<file path="src/hw/rtl/bb3g_pkg.sv">
// ----------------------------------------------------------------------------
// bb3g_pkg
// Shared types and constants for the 3x3 grayscale box blur.
// ----------------------------------------------------------------------------
package bb3g_pkg;

  localparam int PIX_W    = 8;
  localparam int WIDTH_W  = 11;
  localparam int HEIGHT_W = 12;
  localparam int SUM_W    = 12;   // nine 8-bit pixels
  localparam int RECIP_W  = 13;
  localparam int PROD_W   = SUM_W + RECIP_W;

  // floor(s/9) == (s * 7282) >> 16 for every s up to 9*255
  localparam logic [RECIP_W-1:0] RECIP_NINE = 13'd7282;
  localparam int                 RECIP_SHIFT = 16;

  localparam logic [WIDTH_W-1:0]  WIDTH_MIN  = 11'd3;
  localparam logic [HEIGHT_W-1:0] HEIGHT_MIN = 12'd3;
  localparam logic [HEIGHT_W-1:0] HEIGHT_RST = 12'd480;

  // register indexes (paddr[2])
  localparam logic REG_WIDTH  = 1'b0;
  localparam logic REG_HEIGHT = 1'b1;

  // per-item control carried from the counter stage to the window stage
  typedef struct packed {
    logic emit;    // item produces a result
    logic border;  // result pixel lies on the image border
    logic last;    // result is the last of the frame
  } bb3g_ctl_t;

endpackage

</file>
<file path="src/hw/rtl/bb3g_window.sv">
// ----------------------------------------------------------------------------
// bb3g_window
// 3x3 window of original pixels; shifts in one column per item and forms
// the result pixel (center on the border, floor(sum/9) inside).
// ----------------------------------------------------------------------------
module bb3g_window (
  input  logic                  clk,
  input  logic                  rst_n,
  input  logic                  shift,
  input  logic [bb3g_pkg::PIX_W-1:0] top,
  input  logic [bb3g_pkg::PIX_W-1:0] mid,
  input  logic [bb3g_pkg::PIX_W-1:0] bot,
  input  bb3g_pkg::bb3g_ctl_t   ctl,
  output logic [bb3g_pkg::PIX_W-1:0] result
);
  import bb3g_pkg::*;

  logic [PIX_W-1:0]  win_r   [3][3];
  logic [PIX_W-1:0]  win_nxt [3][3];
  logic [SUM_W-1:0]  sum;
  logic [PROD_W-1:0] prod;

  // next window: columns move left, new column enters on the right
  always_comb begin
    for (int k = 0; k < 3; k++) begin
      win_nxt[k][0] = win_r[k][1];
      win_nxt[k][1] = win_r[k][2];
    end
    win_nxt[0][2] = top;
    win_nxt[1][2] = mid;
    win_nxt[2][2] = bot;
  end

  always_ff @(posedge clk) begin
    if (!rst_n) begin
      for (int a = 0; a < 3; a++) begin
        for (int b = 0; b < 3; b++) begin
          win_r[a][b] <= '0;
        end
      end
    end else if (shift) begin
      win_r <= win_nxt;
    end
  end

  // neighborhood sum and divide by nine via reciprocal
  always_comb begin
    sum = '0;
    for (int a = 0; a < 3; a++) begin
      for (int b = 0; b < 3; b++) begin
        sum = sum + SUM_W'(win_nxt[a][b]);
      end
    end
    prod = PROD_W'(sum) * PROD_W'(RECIP_NINE);
  end

  assign result = ctl.border ? win_nxt[1][1] : prod[RECIP_SHIFT +: PIX_W];

endmodule

</file>
<file path="config.mk">
export PLATFORM = sky130hd
export DESIGN_NAME = bb3g_window
export DESIGN_NICKNAME = d
export VERILOG_FILES = /design/src/hw/rtl/bb3g_pkg.sv /design/src/hw/rtl/bb3g_window.sv
export SDC_FILE = /design/constraint.sdc
export NUM_CORES = 1
export LEC_CHECK = 0
export ABC_AREA = 0
export BUFFER_PORTS_ARGS = -buffer_cell sky130_fd_sc_hd__buf_2
export CORE_MARGIN = 2
export CORE_UTILIZATION = 30
export CTS_CLUSTER_SIZE = 24
export DETAILED_ROUTE_END_ITERATION = 12
export PLACE_DENSITY = 0.54
export SLEW_MARGIN = 5
export SYNTH_ARGS = -nofsm -noshare
export SYNTH_HDL_FRONTEND = slang
export SYNTH_SLANG_ARGS = --single-unit
</file>
<file path="constraint.sdc">
create_clock -name clk -period 16.8 [get_ports clk]
set_clock_uncertainty 0.05 [all_clocks]
set_input_delay 3.36 -clock clk [delete_from_list [all_inputs] [get_ports clk]]
set_output_delay 3.36 -clock clk [all_outputs]
set_load 0.005 [all_outputs]
</file>
======== Word-level counts from Yosys, hierarchy flattened ========
Cells that the tools add are included.
word-level totals
  register bits after elaboration ......... 48
  bits of input ports ..................... 30
  output and inout port bits .............. 8
  word-level logic and storage cells ...... 16
cells by class
  add/subtract/negate cells ............... 8
  $mul .................................... 1
  mux-type cells .......................... 1
operators with widths
  cell                      count
  $add A12 B8 Y12           4
  $mul A12 B12 Y23 const B  1
  $add A11 B8 Y12           1
  $add A10 B8 Y11           1
  $add A9 B8 Y10            1
  $add A8 B8 Y9             1
  $mux W8                   1

======== Longest topological paths before layout ========
  depth in word-level cells ............... 10
  depth in mapped cells ................... 32
  depth with buffers taken out ............ 32

======== Least setup slack after synthesis ========
Ideal clock, no wire load.
  kind .................................... in2out
  start ................................... input top[3] in the netlist's numbering
  end ..................................... output result[3] in the netlist's numbering
  data arrival time ....................... 10786 ps
  data required time ...................... 13390 ps
  path slack .............................. 2604 ps
  stages .................................. 31
  buffers on the path ..................... 0
  path through ............................ inv_1 fa_1 inv_1 fa_1 fa_1 inv_1 fa_1 inv_1 fa_1 a21o_1 a211oi_1 nor2_1 nor2_1 xnor2_2 xor2_1 ha_1 ha_1 inv_1 fa_1 inv_1 fa_1 inv_1 fa_1 inv_1 ha_1 nand2_1 or3_1 o311ai_2 a21boi_0 xnor2_1 mux2_2
between the ends
  word-level cells in the longest chain between the ends .. 9
RTL lines
  item                          line               text
  from (decl)                   bb3g_window.sv:10  input logic [bb3g_pkg::PIX_W-1:0] top,
  $add A9 B8 Y10                bb3g_window.sv:51  sum = sum + SUM_W'(win_nxt[a][b]);
  $add A10 B8 Y11               bb3g_window.sv:51
  $add A11 B8 Y12               bb3g_window.sv:51
  $add A12 B8 Y12 (4 in a row)  bb3g_window.sv:51
  $mul A12 B12 Y23              bb3g_window.sv:54  prod = PROD_W'(sum) * PROD_W'(RECIP_NINE);
  $mux W8                       bb3g_window.sv:57  assign result = ctl.border ? win_nxt[1][1] : prod[RECIP_SHIFT +: PIX_W];
  to (decl)                     bb3g_window.sv:14  output logic [bb3g_pkg::PIX_W-1:0] result
Every way passes these cells.

======== Worst setup path in the final report ========
  start ................................... input mid[2] in the netlist's numbering
  end ..................................... output result[3] in the netlist's numbering
between the ends
  word-level cells in the longest chain between the ends .. 6
RTL lines
  item                          line               text
  from (decl)                   bb3g_window.sv:11  input logic [bb3g_pkg::PIX_W-1:0] mid,
  $add A12 B8 Y12 (4 in a row)  bb3g_window.sv:51
  $mul A12 B12 Y23              bb3g_window.sv:54
  $mux W8                       bb3g_window.sv:57
Every way passes these cells.

==> results.py <==
metrics = {
    "run_status": {
        "outcome": "finished, final reports clean",
    },
    "timing": {
        "finalCritPeriodShare_pct": 88.78,
        "drv_slew": 0,
        "final_hold_viol_count": 0,
        "slew-limit-headroom_pct": 43.81,
        "tns_ps": 0,
        "fmax_ghz": 0.06705,
        "finalCriticalPeriod_ps": 14910,
        "setup_ws_ps": 1885,
        "setup_violations": 0,
        "tightest_slew_ps": 842.9,
        "rsz0062_at_grt": "false",
    },
    "clock_tree": {
        "clkSinkCount": 48,
        "clk_pin_slew_ps": 60,
        "htreeDepth": 2,
        "cts_resized": 0,
        "cts_root_buffer": "clkbuf_16",
        "clkLatencyLatePin_ps": 290,
        "post-cts-setup-buffers": 0,
        "cts_made_buffers": 5,
        "cts_tree": "built",
        "clock_path_buffers": 2,
        "postCtsHoldBufs": 0,
    },
    "place": {
        "gp_congestion": 0.8645,
        "dpl.hpwl_um": 9642,
        "portBuffers": 35,
        "post-place-ws_ps": 1897,
        "dp_cells": 868,
    },
    "floorplan": {
        "start_util_pct": 30.82,
        "dieArea_um2": 20480,
        "die_w_um": 143.1,
        "core_um2": 18830,
        "fp.dieH_um": 143.1,
        "io_pins": 38,
        "rows": 50,
    },
    "final_layout": {
        "area_growth_pct": 10.43,
        "fin_nets": 804,
        "fillers": 1947,
        "final_common_cell": "inv_1",
        "seq_area_um2": 960.9,
        "drive_above_1_share_pct": 8.442,
        "final_cell_mix": "inv_1 (134), ha_1 (81), fa_1 (78)",
        "fin_util_pct": 34.04,
        "antennaDiodeCount": 0,
        "fin_cells": 876,
        "multi_input_area_um2": 4284,
        "largest_reg_flops": 48,
    },
    "routing": {
        "vias_per_cell": 4.350,
        "drc": 0,
        "wl_per_cell_um": 12.72,
        "drtIter0Drc": 164,
        "num_vias": 3811,
        "first_pass_iters": 5,
        "wl_um": 11140,
        "ant_nets": 0,
    },
    "critical_path": {
        "arrival_ps": 11500,
        "r2r_start": "win_nxt[34]$_SDFFE_PN0P_",
        "critPathKind": "primary input to output pin",
        "rr_worst_depth": 2,
        "critical_path.slowest_cell": "fa_1",
        "crit_family": "adder cells",
        "reg2reg_to": "win_nxt[42]$_SDFFE_PN0P_",
        "max_stage_delay_ps": 520,
        "path_max_fanout": 7,
        "cp.required_ps": 13390,
        "path_buf_inv": 8,
        "r2r_setup_slack_ps": 15900,
        "start_kind": "primary input",
        "crit_path_frequent_cell": "fa_1",
        "worst_setup_path_end_kind": "output pin",
    },
    "global_route": {
        "globalRouteOverflowTotal": 0,
        "grt_pass1_vias": 3931,
        "grt_antenna_before_repair": 0,
        "grt_pass1_wl_um": 19280,
        "grt_usage_pct": 11.72,
        "grt_max_degree": 49,
    },
    "synth": {
        "yosysTopAreaCellShare_pct": 26.90,
        "synth_warnings": 0,
        "yosysTopAreaCell": "fa_1",
        "synth_seq_cells": 48,
        "synth_edf_count": 0,
        "synth_fp_nets": 775,
        "synth_area_um2": 5804,
        "ys.flop_type": "dfxtp_1",
        "ys_async_sr_fraction_pct": 0,
        "syn_area_per_cell_um2": 9.905,
        "ys_seq_area_share_pct": 16.56,
        "synth.distinct_cells": 43,
        "syn_inst": 586,
        "synthTopCellsByArea": "fa_1 (27%), ha_1 (17%), dfxtp_1 (17%)",
    },
    "run": {
        "maxCapViolations": 0,
    },
    "worst_hold_path": {
        "hold_class": "flip-flop to flip-flop",
        "min_path_cells": 2,
        "hold_start": "win_nxt[64]$_SDFFE_PN0P_",
        "whs_endpoint": "win_nxt[64]$_SDFFE_PN0P_",
    },
}
## layer usage
| layer | GRT usage (%) | share of wire, % | up-vias |
|---|---|---|---|
| met1 | 16.85 | 50 | 1837 |
| met5 | 0 | 0 | - |
| li1 | - | - | 1920 |
| met2 | 18.91 | 46 | 49 |
| met4 | 1.407 | 0.31 | 0 |
| met3 | 2.079 | 3.1 | 5 |
## kinds of logic (layout without fill, tap and decap cells)
group                      after synthesis  after routing  synth area share [%]
AOI/OAI and AO/OA                       62             62                 7.567
and+or+nand+nor                         94             94                 9.097
buffers and inverters                  148            178                 9.636
adders and majority gates              159            159                 44.36
DFF                                     48             48                 16.56
xor gates and xnor gates                26             26                 4.311
muxes                                   49             49                 8.472
## worst max-delay path by stage
stage / start / endpoint / cells after the start
after floorplan: top[3] / result[3] / 31
final: mid[2] / result[3] / 32
after CTS: mid[2] / result[7] / 32
after detailed placement: mid[2] / result[3] / 32
after global routing: mid[2] / result[7] / 32
after global placement: mid[2] / result[4] / 32
## worst reg2reg max path, stage by stage (launching register included)
cell	delay, ps
dfxtp_1	520
mux2i_1	130
nor2b_1	140
## metrics by stage
step / instance area [um2] / hold WS [ps]
floorplan: 5804 / 453.4
global placement: 6256 / 468.5
detailed placement: 6256 / 480.9
CTS: 6410 / 491.0
global route: 6410 / 504.8
finish: 6410 / 488.3
## area by class of cell
cell class                 count  area share (%)
inverter                     134           7.847
clock buffer                   6           2.167
multi-input combinational    390           66.84
sequential                    48           14.99
clock inverter                 2          0.2342
tap                          260           5.075
timing repair buffer          36           2.850
## cell usage after synthesis (4+ instances only)
cell / n
nor2b_1: 48
mux2i_1: 48
xor2_1: 12
a21o_1: 10
dfxtp_1: 48
fa_1: 78
ha_1: 81
a211oi_1: 4
inv_1: 134
clkbuf_1: 10
nor2_1: 11
xnor2_1: 11
nand2_1: 15
o21ai_0: 10
a21oi_1: 16
and3_1: 4
Power is left out: the tool's default activity adds up to more than one toggle a clock period on the data nets, which glitch-free logic cannot reach.
